### src/assert_macros.svh
// Assertion macros shared by the Morse decoder RTL.
// No dependencies; included by the modules that carry assertions.
`ifndef ASSERT_MACROS_SVH
`define ASSERT_MACROS_SVH

// Same-cycle implication, checked outside reset.
`define ASSERT_IMPLIES(label, clk, rst, pre, post) \
   label: assert property (@(posedge clk) disable iff (rst) (pre) |-> (post)) \
      else $error("assertion failed: same-cycle implication");

// Next-cycle implication, checked outside reset.
`define ASSERT_NEXT(label, clk, rst, pre, post) \
   label: assert property (@(posedge clk) disable iff (rst) (pre) |=> (post)) \
      else $error("assertion failed: next-cycle implication");

`endif

### src/mcd_pkg.sv
// Morse decoder package: sizes, symbol codes, job word type and the code table.
// No dependencies; used by every mcd_* module and the top level.
`timescale 1ns / 1ps
`default_nettype none

package mcd_pkg;

   localparam int MaxSymbols   = 6;
   localparam int LenWidth     = $clog2(MaxSymbols + 1);
   localparam int RunWidth     = 2;
   localparam int SpaceRunMax  = 3;

   localparam logic [7:0] SymDot   = 8'd46;
   localparam logic [7:0] SymDash  = 8'd45;
   localparam logic [7:0] SymSpace = 8'd32;

   localparam logic [6:0] CharGap  = 7'd32;
   localparam logic [6:0] CharNone = 7'd0;

   localparam int QueueDepth    = 4;
   localparam int QueuePtrWidth = $clog2(QueueDepth);
   localparam int QueueCntWidth = $clog2(QueueDepth + 1);

   // One unit of work handed from the front end to the back end.
   typedef struct packed {
      logic                  letter;      // a gathered code is finished
      logic                  gap;         // a word space goes ahead of it
      logic [MaxSymbols-1:0] code_bits;
      logic [LenWidth-1:0]   code_length;
      logic                  overflow;
      logic                  last;        // final result of the message
   } job_type;

   typedef struct packed {
      logic full;
      logic empty;
   } queue_status_type;

   // Table entry: {length[2:0], pattern[5:0] (dash = 1, first symbol MSB), ascii[6:0]}
   localparam int TableSize = 39;
   localparam logic [15:0] CodeRom [TableSize] = '{
      {3'd2, 6'b000001, 7'd65}, {3'd4, 6'b001000, 7'd66}, {3'd4, 6'b001010, 7'd67},
      {3'd3, 6'b000100, 7'd68}, {3'd1, 6'b000000, 7'd69}, {3'd4, 6'b000010, 7'd70},
      {3'd3, 6'b000110, 7'd71}, {3'd4, 6'b000000, 7'd72}, {3'd2, 6'b000000, 7'd73},
      {3'd4, 6'b000111, 7'd74}, {3'd3, 6'b000101, 7'd75}, {3'd4, 6'b000100, 7'd76},
      {3'd2, 6'b000011, 7'd77}, {3'd2, 6'b000010, 7'd78}, {3'd3, 6'b000111, 7'd79},
      {3'd4, 6'b000110, 7'd80}, {3'd4, 6'b001101, 7'd81}, {3'd3, 6'b000010, 7'd82},
      {3'd3, 6'b000000, 7'd83}, {3'd1, 6'b000001, 7'd84}, {3'd3, 6'b000001, 7'd85},
      {3'd4, 6'b000001, 7'd86}, {3'd3, 6'b000011, 7'd87}, {3'd4, 6'b001001, 7'd88},
      {3'd4, 6'b001011, 7'd89}, {3'd4, 6'b001100, 7'd90},
      {3'd5, 6'b001111, 7'd49}, {3'd5, 6'b000111, 7'd50}, {3'd5, 6'b000011, 7'd51},
      {3'd5, 6'b000001, 7'd52}, {3'd5, 6'b000000, 7'd53}, {3'd5, 6'b010000, 7'd54},
      {3'd5, 6'b011000, 7'd55}, {3'd5, 6'b011100, 7'd56}, {3'd5, 6'b011110, 7'd57},
      {3'd5, 6'b011111, 7'd48},
      {3'd6, 6'b010101, 7'd46}, {3'd6, 6'b110011, 7'd44}, {3'd6, 6'b001100, 7'd63}
   };

   // Parallel match against every table entry; codes are unique so OR is safe.
   function automatic logic [6:0] lookup_code(input logic [MaxSymbols-1:0] bits,
                                              input logic [LenWidth-1:0]   len);
      logic [6:0]  ch;
      logic [15:0] entry;
      ch = CharNone;
      for (int i = 0; i < TableSize; i++) begin
         entry = CodeRom[i];
         if (len == LenWidth'(entry[15:13]) && bits == MaxSymbols'(entry[12:7])) begin
            ch = ch | entry[6:0];
         end
      end
      return ch;
   endfunction

endpackage

`default_nettype wire

### src/morse_code_decoder.sv
// Morse code decoder top level: joins front end, job queue and back end.
// Depends on mcd_pkg, mcd_front, mcd_queue and mcd_back.
//
// Usage:
//  - Input channel (req_*): one word per cycle, a byte of Morse text ('.', '-', ' ')
//    plus a message-end flag. Taken at a clock edge with req_push high and
//    req_full low. Other bytes are taken and ignored.
//  - Result channel (rsp_*): one decoded character, word space or flag word per
//    pop. rsp_empty low means the word on rsp_* is valid; it is taken at a clock
//    edge with rsp_pop high.
//  - Path: a result reaches rsp_* through the job queue and then the output
//    register of the back end. A letter after a word gap gives two words, the
//    space first.
//  - Throughput: one input word per cycle while req_full is low; output is one word
//    per cycle while rsp_pop is high, set by the single output register of the back end.
//  - Stall: while rsp_pop is low, up to four jobs collect in the queue; after
//    that req_full rises until the receiver drains it.
//  - Reset (reset, synchronous, active high): clears the gathered code, the
//    space run, the queue and the output valid flag; the first word can be
//    pushed on the cycle after reset falls.
`timescale 1ns / 1ps
`default_nettype none

module morse_code_decoder (
   input  wire logic       clock,
   input  wire logic       reset,
   input  wire logic       req_push,
   output logic            req_full,
   input  wire logic [7:0] req_symbol,
   input  wire logic       req_message_end,
   output logic            rsp_empty,
   input  wire logic       rsp_pop,
   output logic [6:0]      rsp_character,
   output logic            rsp_has_character,
   output logic            rsp_unknown_code,
   output logic            rsp_last_of_message
);

   // job words from the front end to the queue
   logic                      job_push;
   mcd_pkg::job_type          job;
   // head of queue towards the back end
   mcd_pkg::job_type          head;
   mcd_pkg::queue_status_type q_status;
   logic                      q_pop;

   // Front end: symbol gathering, space run and word-gap tracking.
   mcd_front u_front (
      .clock          (clock),
      .reset          (reset),
      .in_push        (req_push),
      .in_symbol      (req_symbol),
      .in_message_end (req_message_end),
      .q_status       (q_status),
      .in_full        (req_full),
      .job_push       (job_push),
      .job            (job)
   );

   // Decoupling queue: lets the front keep taking words while the result side stalls.
   mcd_queue u_queue (
      .clock    (clock),
      .reset    (reset),
      .push     (job_push),
      .push_job (job),
      .pop      (q_pop),
      .head     (head),
      .status   (q_status)
   );

   // Back end: table lookup and result output register.
   mcd_back u_back (
      .clock               (clock),
      .reset               (reset),
      .head                (head),
      .q_status            (q_status),
      .q_pop               (q_pop),
      .out_pop             (rsp_pop),
      .out_empty           (rsp_empty),
      .out_character       (rsp_character),
      .out_has_character   (rsp_has_character),
      .out_unknown_code    (rsp_unknown_code),
      .out_last_of_message (rsp_last_of_message)
   );

endmodule

`default_nettype wire

### src/mcd_front.sv
// Front end: takes input words, tracks the code being gathered and the space run,
// and issues job words. Depends on mcd_pkg and assert_macros.svh.
`timescale 1ns / 1ps
`default_nettype none
`include "assert_macros.svh"

module mcd_front (
   input  wire logic                      clock,
   input  wire logic                      reset,
   input  wire logic                      in_push,
   input  wire logic [7:0]                in_symbol,
   input  wire logic                      in_message_end,
   input  wire mcd_pkg::queue_status_type q_status,
   output logic                           in_full,
   output logic                           job_push,
   output mcd_pkg::job_type               job
);

   logic [mcd_pkg::MaxSymbols-1:0] code_bits_ff,   code_bits_in;
   logic [mcd_pkg::LenWidth-1:0]   code_length_ff, code_length_in;
   logic                           code_overflow_ff, code_overflow_in;
   logic [mcd_pkg::RunWidth-1:0]   space_run_ff,   space_run_in;
   logic                           gap_pending_ff, gap_pending_in;
   logic                           letter_seen_ff, letter_seen_in;

   logic                           accept;
   logic                           is_dash, is_mark, is_space, pending;
   logic [mcd_pkg::MaxSymbols-1:0] next_bits;
   logic [mcd_pkg::LenWidth-1:0]   next_len;
   logic                           next_ovf;
   logic [mcd_pkg::RunWidth-1:0]   run_next;
   logic                           finish;

   assign in_full = q_status.full;
   assign accept  = in_push && !q_status.full;

   always_comb begin
      is_dash  = (in_symbol == mcd_pkg::SymDash);
      is_mark  = is_dash || (in_symbol == mcd_pkg::SymDot);
      is_space = (in_symbol == mcd_pkg::SymSpace);
      pending  = (code_length_ff != '0) || code_overflow_ff;

      next_bits = code_bits_ff;
      next_len  = code_length_ff;
      next_ovf  = code_overflow_ff;
      if (is_mark) begin
         if (code_length_ff < mcd_pkg::LenWidth'(mcd_pkg::MaxSymbols)) begin
            next_bits = {code_bits_ff[mcd_pkg::MaxSymbols-2:0], is_dash};
            next_len  = code_length_ff + mcd_pkg::LenWidth'(1);
         end else begin
            next_ovf = 1'b1;
         end
      end

      run_next = space_run_ff;
      if (space_run_ff < mcd_pkg::RunWidth'(mcd_pkg::SpaceRunMax)) begin
         run_next = space_run_ff + mcd_pkg::RunWidth'(1);
      end

      // a space ends a pending code; the message end flushes whatever is left
      finish = (is_space && pending) ||
               (in_message_end && (is_mark || (!is_space && pending)));

      job.letter      = finish;
      job.gap         = finish && gap_pending_ff && letter_seen_ff;
      job.code_bits   = next_bits;
      job.code_length = next_len;
      job.overflow    = next_ovf;
      job.last        = in_message_end;
      job_push        = accept && (finish || in_message_end);

      code_bits_in     = next_bits;
      code_length_in   = next_len;
      code_overflow_in = next_ovf;
      space_run_in     = space_run_ff;
      gap_pending_in   = gap_pending_ff;
      letter_seen_in   = letter_seen_ff;

      if (is_mark) begin
         space_run_in = '0;
      end else if (is_space) begin
         if (pending) begin
            space_run_in = mcd_pkg::RunWidth'(1);
         end else begin
            space_run_in = run_next;
            if (run_next == mcd_pkg::RunWidth'(mcd_pkg::SpaceRunMax) && letter_seen_ff) begin
               gap_pending_in = 1'b1;
            end
         end
      end

      if (finish) begin
         code_bits_in     = '0;
         code_length_in   = '0;
         code_overflow_in = 1'b0;
         gap_pending_in   = 1'b0;
         letter_seen_in   = 1'b1;
      end

      if (in_message_end) begin
         code_bits_in     = '0;
         code_length_in   = '0;
         code_overflow_in = 1'b0;
         space_run_in     = '0;
         gap_pending_in   = 1'b0;
         letter_seen_in   = 1'b0;
      end
   end

   always_ff @(posedge clock) begin
      if (reset) begin
         code_bits_ff     <= '0;
         code_length_ff   <= '0;
         code_overflow_ff <= 1'b0;
         space_run_ff     <= '0;
         gap_pending_ff   <= 1'b0;
         letter_seen_ff   <= 1'b0;
      end else if (accept) begin
         code_bits_ff     <= code_bits_in;
         code_length_ff   <= code_length_in;
         code_overflow_ff <= code_overflow_in;
         space_run_ff     <= space_run_in;
         gap_pending_ff   <= gap_pending_in;
         letter_seen_ff   <= letter_seen_in;
      end
   end

   `ASSERT_IMPLIES(a_letter_has_code, clock, reset, job_push && job.letter, job.code_length != '0 || job.overflow)
   `ASSERT_IMPLIES(a_gap_needs_letter, clock, reset, job_push && job.gap, job.letter)
   `ASSERT_IMPLIES(a_gap_after_letter, clock, reset, gap_pending_ff, letter_seen_ff)

endmodule

`default_nettype wire

### src/mcd_queue.sv
// Short job queue between the front end and the back end.
// Depends on mcd_pkg and assert_macros.svh.
`timescale 1ns / 1ps
`default_nettype none
`include "assert_macros.svh"

module mcd_queue (
   input  wire logic                      clock,
   input  wire logic                      reset,
   input  wire logic                      push,
   input  wire mcd_pkg::job_type          push_job,
   input  wire logic                      pop,
   output mcd_pkg::job_type               head,
   output mcd_pkg::queue_status_type      status
);

   mcd_pkg::job_type                    jobs_ff [mcd_pkg::QueueDepth];
   logic [mcd_pkg::QueuePtrWidth-1:0]   wr_ptr_ff, wr_ptr_in;
   logic [mcd_pkg::QueuePtrWidth-1:0]   rd_ptr_ff, rd_ptr_in;
   logic [mcd_pkg::QueueCntWidth-1:0]   count_ff,  count_in;

   assign head         = jobs_ff[rd_ptr_ff];
   assign status.full  = (count_ff == mcd_pkg::QueueCntWidth'(mcd_pkg::QueueDepth));
   assign status.empty = (count_ff == '0);

   always_comb begin
      wr_ptr_in = push ? wr_ptr_ff + mcd_pkg::QueuePtrWidth'(1) : wr_ptr_ff;
      rd_ptr_in = pop  ? rd_ptr_ff + mcd_pkg::QueuePtrWidth'(1) : rd_ptr_ff;
      count_in  = count_ff;
      if (push && !pop) begin
         count_in = count_ff + mcd_pkg::QueueCntWidth'(1);
      end else if (pop && !push) begin
         count_in = count_ff - mcd_pkg::QueueCntWidth'(1);
      end
   end

   always_ff @(posedge clock) begin
      if (reset) begin
         wr_ptr_ff <= '0;
         rd_ptr_ff <= '0;
         count_ff  <= '0;
      end else begin
         wr_ptr_ff <= wr_ptr_in;
         rd_ptr_ff <= rd_ptr_in;
         count_ff  <= count_in;
      end
   end

   always_ff @(posedge clock) begin
      if (push) begin
         jobs_ff[wr_ptr_ff] <= push_job;
      end
   end

   `ASSERT_IMPLIES(a_no_push_when_full, clock, reset, push, !status.full || pop)
   `ASSERT_IMPLIES(a_no_pop_when_empty, clock, reset, pop, !status.empty)

endmodule

`default_nettype wire

### src/mcd_back.sv
// Back end: looks up finished codes, splits a job into its word-space and
// letter results, and holds the output register. Depends on mcd_pkg, assert_macros.svh.
`timescale 1ns / 1ps
`default_nettype none
`include "assert_macros.svh"

module mcd_back (
   input  wire logic                      clock,
   input  wire logic                      reset,
   input  wire mcd_pkg::job_type          head,
   input  wire mcd_pkg::queue_status_type q_status,
   output logic                           q_pop,
   input  wire logic                      out_pop,
   output logic                           out_empty,
   output logic [6:0]                     out_character,
   output logic                           out_has_character,
   output logic                           out_unknown_code,
   output logic                           out_last_of_message
);

   logic       out_valid_ff, out_valid_in;
   logic       phase_ff,     phase_in;
   logic [6:0] char_ff,      char_in;
   logic       has_ff,       has_in;
   logic       unk_ff,       unk_in;
   logic       last_ff,      last_in;

   logic       load, take, emit_gap;
   logic [6:0] letter_ch;

   always_comb begin
      load      = !out_valid_ff || out_pop;
      take      = load && !q_status.empty;
      emit_gap  = head.gap && !phase_ff;
      q_pop     = take && !emit_gap;
      letter_ch = head.overflow ? mcd_pkg::CharNone
                                : mcd_pkg::lookup_code(head.code_bits, head.code_length);

      phase_in     = take ? emit_gap : phase_ff;
      out_valid_in = take ? 1'b1 : (out_pop ? 1'b0 : out_valid_ff);

      if (emit_gap) begin
         char_in = mcd_pkg::CharGap;
         has_in  = 1'b1;
         unk_in  = 1'b0;
         last_in = 1'b0;
      end else if (head.letter) begin
         char_in = letter_ch;
         has_in  = (letter_ch != mcd_pkg::CharNone);
         unk_in  = (letter_ch == mcd_pkg::CharNone);
         last_in = head.last;
      end else begin
         char_in = mcd_pkg::CharNone;
         has_in  = 1'b0;
         unk_in  = 1'b0;
         last_in = head.last;
      end
   end

   always_ff @(posedge clock) begin
      if (reset) begin
         out_valid_ff <= 1'b0;
         phase_ff     <= 1'b0;
      end else begin
         out_valid_ff <= out_valid_in;
         phase_ff     <= phase_in;
      end
   end

   always_ff @(posedge clock) begin
      if (take) begin
         char_ff <= char_in;
         has_ff  <= has_in;
         unk_ff  <= unk_in;
         last_ff <= last_in;
      end
   end

   assign out_empty           = !out_valid_ff;
   assign out_character       = char_ff;
   assign out_has_character   = has_ff;
   assign out_unknown_code    = unk_ff;
   assign out_last_of_message = last_ff;

   `ASSERT_IMPLIES(a_phase_holds_job, clock, reset, phase_ff, !q_status.empty && head.gap)
   `ASSERT_NEXT(a_gap_then_letter, clock, reset, take && emit_gap, phase_ff && out_valid_ff)

endmodule

`default_nettype wire
### config.mk
export PLATFORM = sky130hd
export DESIGN_NAME = morse_code_decoder
export DESIGN_NICKNAME = d
export VERILOG_FILES = /design/src/mcd_pkg.sv /design/src/morse_code_decoder.sv /design/src/mcd_front.sv /design/src/mcd_queue.sv /design/src/mcd_back.sv
export VERILOG_INCLUDE_DIRS = /design/src /design/src/src
export SDC_FILE = /design/constraint.sdc
export NUM_CORES = 1
export LEC_CHECK = 0
export BUFFER_PORTS_ARGS = -buffer_cell sky130_fd_sc_hd__buf_4
export CAP_MARGIN = 25
export CORE_ASPECT_RATIO = 1.75
export CORE_MARGIN = 2
export CORE_UTILIZATION = 44
export DETAILED_ROUTE_END_ITERATION = 8
export PLACE_DENSITY = 0.7
export SYNTH_ARGS = -nofsm -noshare
export SYNTH_HDL_FRONTEND = slang
export SYNTH_SLANG_ARGS = --single-unit
### constraint.sdc
create_clock -name clock -period 3.4 [get_ports clock]
set_clock_uncertainty 0.15 [all_clocks]
set_input_delay 0.51 -clock clock [delete_from_list [all_inputs] [get_ports clock]]
set_output_delay 0.51 -clock clock [all_outputs]
set_load 0.005 [all_outputs]
[After elaboration in Yosys (flattened, before gate mapping)]
Memory sizes are Yosys's and may differ from the RTL's. A register that Yosys moved wholly into a read port is not among the register bits.
Cells that the tools add are included.
Storage, ports and cells
  flip-flop bits (word level): 33
  memory bits (writable): 52
  input port bits: 13
  output and inout port bits: 12
  word-level logic and storage cells: 244
  memories kept: 1
Memory list
  u_queue.jobs_ff: depth 4, bits a word 13, rd ports 1, clocked after Yosys merged registers in 1, write ports 1, line mcd_queue.sv:17  | mcd_pkg::job_type jobs_ff [mcd_pkg::QueueDepth];
Operators by class
  add/subtract/negate cells: 6
  $lt $le $gt $ge: 2
  eq/ne operators: 34
  mux-type cells: 105
  reductions and logical operators: 81
Operators by type and width (count)
  $mux W7: 29
  $mux W6: 20
  $logic_and A1 B1 Y1: 52
  $eq A6 B4 Y1 const B: 7
  $eq A6 B5 Y1 const B: 6
  $mux W1: 34
  $mux W3: 10
  $eq A6 B3 Y1 const B: 4
  $eq A8 B6 Y1 const B: 3
  $mux W2: 12
  $eq A3 B3 Y1 const B: 4
  $eq A6 B2 Y1 const B: 2
  $reduce_bool A4 Y1: 3
  $logic_not A1 Y1: 8
  $ne A4 B4 Y1 const B: 2
  $logic_not A7 Y1: 1
  $reduce_bool A7 Y1: 1
  $add A2 B1 Y2 const B: 3
  $add A3 B1 Y3 const B: 2
  $eq A3 B2 Y1 const B: 2
  $eq A6 B1 Y1 const B: 1
  $eq A6 B6 Y1 const B: 1
  $logic_not A6 Y1: 1
  $logic_or A1 B1 Y1: 6
  10 further kinds: 14

[Longest topological paths before layout]
Gate-level depths: netlist of the first run.
  depth in word-level cells: 45
  gate-level depth with buffers: 12
  depth with buffers taken out: 11

[Cells and area by module]
From an unflattened synthesis of the first run, not the netlist that was laid out.
Second synthesis, totals
  cell total of the unflattened synthesis: 379
  area, all modules: 4569.4 sq um
Modules (own cells, without submodules)
  mcd_queue: times used 1, cells an instance 111, area an instance 2311.0 sq um, seq. area each 1741.7 sq um
  mcd_back: times used 1, cells an instance 165, area an instance 1337.5 sq um, seq. area each 340.3 sq um
  mcd_front: times used 1, cells an instance 103, area an instance 920.9 sq um, seq. area each 280.3 sq um

[Worst setup path after synthesis of the first run]
Ideal clock, no wire load.
  path type: in2reg
  from: input req_symbol[4]
  to: register u_queue.count_ff[2] (netlist bit)
  setup time: 70 ps
  data arrival time: 2765 ps
  required time: 3180 ps
  setup slack: 415 ps
  cell stages on the path: 11
  path buffers: 1
  cells stage by stage: nor4b_1 -> and2_1 -> a21oi_1 -> nor2b_1 -> clkbuf_1 -> ha_1 -> inv_1 -> fa_1 -> xor2_1 -> or3_1 -> a21oi_1
On the way
  longest elaborated chain between the ends: 11
  elaborated cells on any way between the ends: 17
  those cells by class: eq/ne: 3; mux: 1; reduce/logical: 13
RTL lines
  from (decl): line morse_code_decoder.sv:29  | input wire logic [7:0] req_symbol,
  $eq A8 B6 Y1: line mcd_front.sv:40  | is_space = (in_symbol == mcd_pkg::SymSpace);
  $logic_not A1 Y1: line mcd_front.sv:62  | (in_message_end && (is_mark || (!is_space && pending)));
  $logic_and A1 B1 Y1: line mcd_front.sv:62
  $logic_or A1 B1 Y1: line mcd_front.sv:62
  $logic_and A1 B1 Y1: line mcd_front.sv:62
  $logic_or A1 B1 Y1 *: line mcd_front.sv:61  | finish = (is_space && pending) ||
  $logic_or A1 B1 Y1 *: line mcd_front.sv:70  | job_push = accept && (finish || in_message_end);
  $logic_and A1 B1 Y1 *: line mcd_front.sv:70
  via job_push: line morse_code_decoder.sv:40  | logic job_push;
  $logic_not A1 Y1: line mcd_queue.sv:32  | end else if (pop && !push) begin
  $logic_and A1 B1 Y1: line mcd_queue.sv:32
  $reduce_bool A2 Y1 (no line)
  to (signal assigned): line mcd_queue.sv:45  | count_ff <= count_in;
  to (decl): line mcd_queue.sv:20  | logic [mcd_pkg::QueueCntWidth-1:0] count_ff, count_in;
Mark *: on every way through the listed nets, which the timed path passes. The rest lies on a longest branch.
A chain may end at the register's enable or synchronous reset.

==> results.sh, run 1 <==
export IMPL_slew_viol_final=0
export IMPL_fin_util_pct=51.5
export IMPL_n_antenna_cell=0
export IMPL_tightestPinTransition_ns=0.635
export IMPL_cts_sinks=87
export IMPL_cts_buffers=9
export IMPL_port_buffer_count=24
export IMPL_cts_setup_buffers=0
export IMPL_wl_per_cell_um=17.2
export IMPL_worstSkewPairLatency_ns=0.33
export IMPL_grt_pass1_vias=3140
export IMPL_avgSynthCellArea_um2=11.8
export IMPL_nets=427
export IMPL_dieArea_mm2=0.0108
export IMPL_syn_instance_count=371
export IMPL_overflow=0
export IMPL_dpl_worst_slack_ns=0.292
export IMPL_seq_area_frac_synth_pct=53.7
export IMPL_outcome="finished, final reports clean"
export IMPL_timing_final_crit_share_pct=91.7
export IMPL_ant_nets=0
export IMPL_fin_cells=536
export IMPL_placedCellCount=520
export IMPL_finalWorstSetupSlack_ns=0.284
export IMPL_synth_async_reset_ratio_pct=0
export IMPL_drc=0
export IMPL_gp_congestion=1.00
export IMPL_layout_drive_gt1_share_pct=21.4
export IMPL_post_cts_resized=0
export IMPL_synth_warnings=0
export IMPL_clk_pin_slew_ns=0.06
export IMPL_setup_violations=0
export IMPL_vdd_ir_drop_max_uv=314
export IMPL_coreArea_mm2=0.00979
export IMPL_dr_pass1_iters=5
export IMPL_die_h_um=136
export IMPL_hp_class="input pin to flip-flop"
export IMPL_htree_levels=3
export IMPL_grt_usage_pct=18.2
export IMPL_vias_per_cell=5.69
export IMPL_yosys_register_bits=87
export IMPL_fin_area_mm2=0.00505
export IMPL_grt_antenna_before_repair=0
export IMPL_hold_violations=0
export IMPL_synthFlopType="edfxtp_1"
export IMPL_die_w_um=79.6
export IMPL_fmax_ghz=0.321
export IMPL_max_cap_violations=0
export IMPL_initial_core_util_pct=44.9
export IMPL_rsz0062_at_grt="false"
export IMPL_path_class="flip-flop to flip-flop"
export IMPL_grt_pass1_wl_mm=14.8
export IMPL_grt_max_degree=25
export IMPL_dp_hpwl_mm=6.95
export IMPL_rows=48
export IMPL_start_kind="flip-flop"
export IMPL_vias=3048
export IMPL_regArea_mm2=0.00236
export IMPL_drt_initial_drc_count=138
export IMPL_synth_edf_count=62
export IMPL_nFillCells=855
export IMPL_setup_tns_final_ns=0
export IMPL_cts_max_path_buffers=2
export IMPL_syn_nets=392
export IMPL_crit_fanout=13
export IMPL_cts_hold_buffers=0
export IMPL_routed_wl_mm=9.24
export IMPL_required_ns=3.32
export IMPL_area_growth_pct=14.8
export IMPL_io_pin_count=25
export IMPL_worstSetupEndpointType="flip-flop"
export IMPL_slew_headroom_pct=57.5
export IMPL_multiInputGateArea_mm2=0.00187
export IMPL_p_per_area_mw_per_mm2=700
export IMPL_min_period_ns=3.12
export IMPL_cp_arrival_ns=3.04
export IMPL_syn_cell_area_mm2=0.00440
export IMPL_cts_tree="yes"
export IMPL_ys_types=63
export IMPL_leakage_nw=1.83
export IMPL_cts_root_buffer="clkbuf_16"
export IMPL_place_area_mm2=0.00476
cell usage in the layout (no fill, tap or decap), drive strengths merged, types with 3 or more instances in the layout:
cell type / count
a21oi: 22
xor2: 4
o21ai: 14
ha: 7
and3: 5
nand2b: 8
clkinv: 5
xnor2: 5
nor4: 3
nor2: 34
mux2i: 5
a22o: 10
nand3: 10
edfxtp: 62
dfxtp: 25
a211oi: 6
nor3: 9
clkbuf: 9
inv: 13
buf: 43
mux2: 8
nor2b: 13
o211ai: 4
nand4: 3
and2: 10
nand2: 22
mux4: 13
nor3b: 4
metrics by stage:
| step | total power (W) | hold slack, ns |
|---|---|---|
| finish | 0.00353 | 0.289 |
| global route | 0.00372 | 0.293 |
| CTS | 0.00356 | 0.280 |
| detailed placement | 0.00262 | 0.313 |
| global placement | 0.00260 | 0.299 |
| floorplan | 0.00226 | 0.287 |
critical path: stages, from the launching register on:
cell and delay (ns):
dfxtp_1 0.31, buf_4 0.26, mux4_2 0.67, buf_4 0.21, nor2b_1 0.14, a21oi_1 0.22, o31ai_1 0.11, a32oi_1 0.34
nor4bb_4 0.33, a31oi_1 0.12
cell families after synthesis:
kind of cell / after synthesis / share of synthesized area, %
AOI/OAI and AO/OA: 75 / 11.6
and+or+nand+nor: 134 / 16.8
muxes: 26 / 9.85
buffers and inverters: 32 / 3.79
xor gates and xnor gates: 9 / 1.79
adders and majority gates: 8 / 2.45
DFF: 87 / 53.7
layer usage:
metal	track usage (%)	up-vias	wire length (um)
li1	-	1464	-
met1	17.4	1475	3370
met2	32.9	74	5040
met3	3.32	35	260
met4	14.4	0	565
met5	0	-	0
cell usage after synthesis, types with 5 or more instances:
| library cell | count | area share [%] |
|---|---|---|
| nand3_1 | 10 | 1.1 |
| xnor2_1 | 5 | 1.0 |
| and2_1 | 9 | 1.3 |
| a22o_1 | 10 | 2.0 |
| ha_1 | 7 | 2.0 |
| and3_1 | 5 | 0.71 |
| mux4_2 | 13 | 6.7 |
| nand2_1 | 22 | 1.9 |
| a21oi_1 | 22 | 2.5 |
| o21ai_0 | 12 | 1.4 |
| edfxtp_1 | 62 | 42 |
| inv_1 | 12 | 1.0 |
| nand2b_1 | 8 | 1.1 |
| dfxtp_1 | 25 | 11 |
| nor2b_1 | 13 | 1.9 |
| a211oi_1 | 5 | 0.85 |
| nor3_1 | 9 | 1.0 |
| mux2i_1 | 5 | 1.1 |
| mux2_2 | 8 | 2.0 |
| buf_2 | 6 | 0.68 |
| clkbuf_1 | 8 | 0.68 |
| nor2_1 | 32 | 2.7 |
state kept, by name, summed over array words and instances, names as in the netlist, 2 cells and up, named ones only:
signal / flops
u_front.code_bits_ff: 6
u_queue.jobs_ff: 52
u_front.space_run_ff: 2
u_queue.rd_ptr_ff: 2
u_queue.wr_ptr_ff: 2
u_queue.count_ff: 3
u_back.out_character: 7
u_front.code_length_ff: 3
layout make-up:
class / count / share of cell area (%)
timing repair buffer: 43 / 6.40
tap: 125 / 3.10
clock buffer: 9 / 4.46
clock inverter: 7 / 1.26
sequential: 87 / 46.8
multi-input combinational: 252 / 37.0
inverter: 13 / 0.967
path summary, 6_finish.rpt:
kind / slack, ns / to / cells after the start / startpoint
setup / recovery: 0.28 / u_back.out_has_character / 9 / flip-flop
hold / removal: 0.29 / u_queue.jobs_ff[1][0] / 1 / req_message_end
setup reg to reg: 0.28 / u_back.out_has_character / 9 / flip-flop
hold reg to reg: 0.33 / u_front.space_run_ff[1] / 2 / u_front.space_run_ff[1]
where the power goes:
group	internal, W	total (W)	switching [W]
logic	0.000529	0.00125	0.000717
registers	0.00129	0.00135	0.0000586
clock network	0.000562	0.000940	0.000378
Power figures use the tool's default switching activity.
==> run 2, diff against run 1 <==
CAP_MARGIN = 20   (was 25)
CTS_BUF_LIST = sky130_fd_sc_hd__clkbuf_4 sky130_fd_sc_hd__clkbuf_8   (was unset)
REMOVE_ABC_BUFFERS = 1   (was unset)
==> run 2 against run 1 <==
Net effect:
- core utilization down 0.89 points
- non-clock buffer count is 2 lower
- die area stayed put
- critical endpoint is now u_back.out_unknown_code
- largest power group unchanged
- highest routed layer unchanged
==> results.sh, run 2 (synthesized netlist as in run 1, its figures left out) <==
export IMPL_p_sw_w=0.00110
export IMPL_n_antenna_cell=0
export IMPL_worstSkewPairLatency_ns=0.34
export IMPL_rows=48
export IMPL_vias_per_cell=5.66
export IMPL_outcome="finished, final reports clean"
export IMPL_grt_antenna_before_repair=0
export IMPL_slew_headroom_pct=58.3
export IMPL_pwr_share_clk_pct=22.6
export IMPL_pwr_share_seq_pct=40.5
export IMPL_fin_cells=534
export IMPL_largest_reg_flops=52
export IMPL_required_ns=3.35
export IMPL_initial_core_util_pct=44.9
export IMPL_slew_viol_final=0
export IMPL_area_growth_pct=12.8
export IMPL_top_register="u_queue.jobs_ff"
export IMPL_die_w_um=79.6
export IMPL_max_cap_violations=0
export IMPL_fin_area_mm2=0.00496
export IMPL_fmax_ghz=0.327
export IMPL_cts_sinks=87
export IMPL_grt_pass1_vias=3230
export IMPL_p_sw_share_pct=33.1
export IMPL_leakage_nw=1.79
export IMPL_cts_max_path_buffers=2
export IMPL_cts_buffers=9
export IMPL_placedCellCount=518
export IMPL_power_w=0.00334
export IMPL_setup_violations=0
export IMPL_drt_initial_drc_count=140
export IMPL_dieArea_mm2=0.0108
export IMPL_internal_power_w=0.00223
export IMPL_setup_tns_final_ns=0
export IMPL_r2r_slack_ns=0.34
export IMPL_place_area_mm2=0.00474
export IMPL_grt_pass1_wl_mm=15.3
export IMPL_worstSetupEndpointType="flip-flop"
export IMPL_overflow=0
export IMPL_final_cell_mix="edfxtp_1, buf_4, nor2_1, dfxtp_1"
export IMPL_crit_chain="buf_4, mux4_2, nor4bb_1, o21ai_0, a211oi_1, nor2b_1, a31o_1"
export IMPL_nFillCells=858
export IMPL_drc=0
export IMPL_vias=3020
export IMPL_dp_hpwl_mm=6.99
export IMPL_p_per_area_mw_per_mm2=673
export IMPL_cpPeakStageDelay_ns=0.60
export IMPL_coreArea_mm2=0.00979
export IMPL_cts_setup_buffers=0
export IMPL_port_buffer_count=24
export IMPL_ant_nets=0
export IMPL_min_period_ns=3.06
export IMPL_die_h_um=136
export IMPL_final_common_cell="edfxtp_1"
export IMPL_hp_class="input pin to flip-flop"
export IMPL_hold_violations=0
export IMPL_path_class="flip-flop to flip-flop"
export IMPL_routed_wl_mm=9.28
export IMPL_wl_per_cell_um=17.4
export IMPL_timing_final_crit_share_pct=89.9
export IMPL_nets=425
export IMPL_dr_pass1_iters=4
export IMPL_cts_hold_buffers=0
export IMPL_htree_levels=3
export IMPL_gp_congestion=0.998
export IMPL_grt_max_degree=21
export IMPL_tightestPinTransition_ns=0.620
export IMPL_cp_arrival_ns=3.01
export IMPL_slowest_stage="dfxtp_1"
export IMPL_vdd_ir_drop_max_uv=353
export IMPL_start_kind="flip-flop"
export IMPL_io_pin_count=25
export IMPL_crit_fanout=8
export IMPL_p_comb_share_pct=36.9
export IMPL_clk_pin_slew_ns=0.08
export IMPL_cts_tree="yes"
export IMPL_grt_usage_pct=18.6
export IMPL_rsz0062_at_grt="false"
export IMPL_post_cts_resized=0
export IMPL_cts_root_buffer="clkbuf_8"
export IMPL_layout_drive_gt1_share_pct=21.3
-- run 2: critical path: cells and delay by family, from the launching register on --
kind | cells | cell delay (ns)
AOI/OAI and AO/OA | 3 | 0.87
buffers and inverters | 1 | 0.21
DFF | 1 | 0.60
muxes | 1 | 0.41
and+or+nand+nor | 2 | 0.58
-- run 2: final timing paths --
check | start | end | cells after the start
hold / removal | req_message_end | u_front.letter_seen_ff | 2
setup reg to reg | flip-flop | u_back.out_unknown_code | 7
hold reg to reg | u_back.out_valid_ff | u_back.out_valid_ff | 2
setup / recovery | flip-flop | u_back.out_unknown_code | 7
-- run 2: routing by layer --
layer  global-route usage, %  up-vias  routed length, um
met5                       0        -                  0
met4                    11.2        0                459
met3                    2.99       25                259
met2                    35.2       83               5210
met1                    18.1     1453               3360
li1                        -     1459                  -
-- run 2: metrics by stage --
stage | worst slack (ns) | hold slack [ns] | util (%)
final | 0.342 | 0.269 | 50.7
after global routing | 0.202 | 0.256 | 50.7
after CTS | 0.368 | 0.248 | 50.7
after detailed placement | 0.330 | 0.314 | 48.4
after global placement | 0.383 | 0.301 | 48.4
after floorplan | 0.334 | 0.281 | -
-- run 2: power by group through the flow --
stage	Sequential, W	Combinational [W]	Clock (W)
2_1_floorplan	0.00140	0.000780	0
3_3_place_gp	0.00137	0.00123	0
3_5_place_dp	0.00138	0.00123	0
4_1_cts	0.00136	0.00124	0.000772
5_1_grt	0.00137	0.00135	0.000819
6_report	0.00135	0.00123	0.000753
-- run 2: cell type report --
| class | count | area, um^2 | area share (%) |
|---|---|---|---|
| Sequential cell | 87 | 2360 | 47.6 |
| Multi-Input combinational cell | 252 | 1870 | 37.6 |
| Inverter | 13 | 48.8 | 0.984 |
| Timing Repair Buffer | 41 | 308 | 6.21 |
| Clock buffer | 10 | 131 | 2.65 |
| Tap cell | 125 | 156 | 3.15 |
| Clock inverter | 6 | 85.1 | 1.72 |
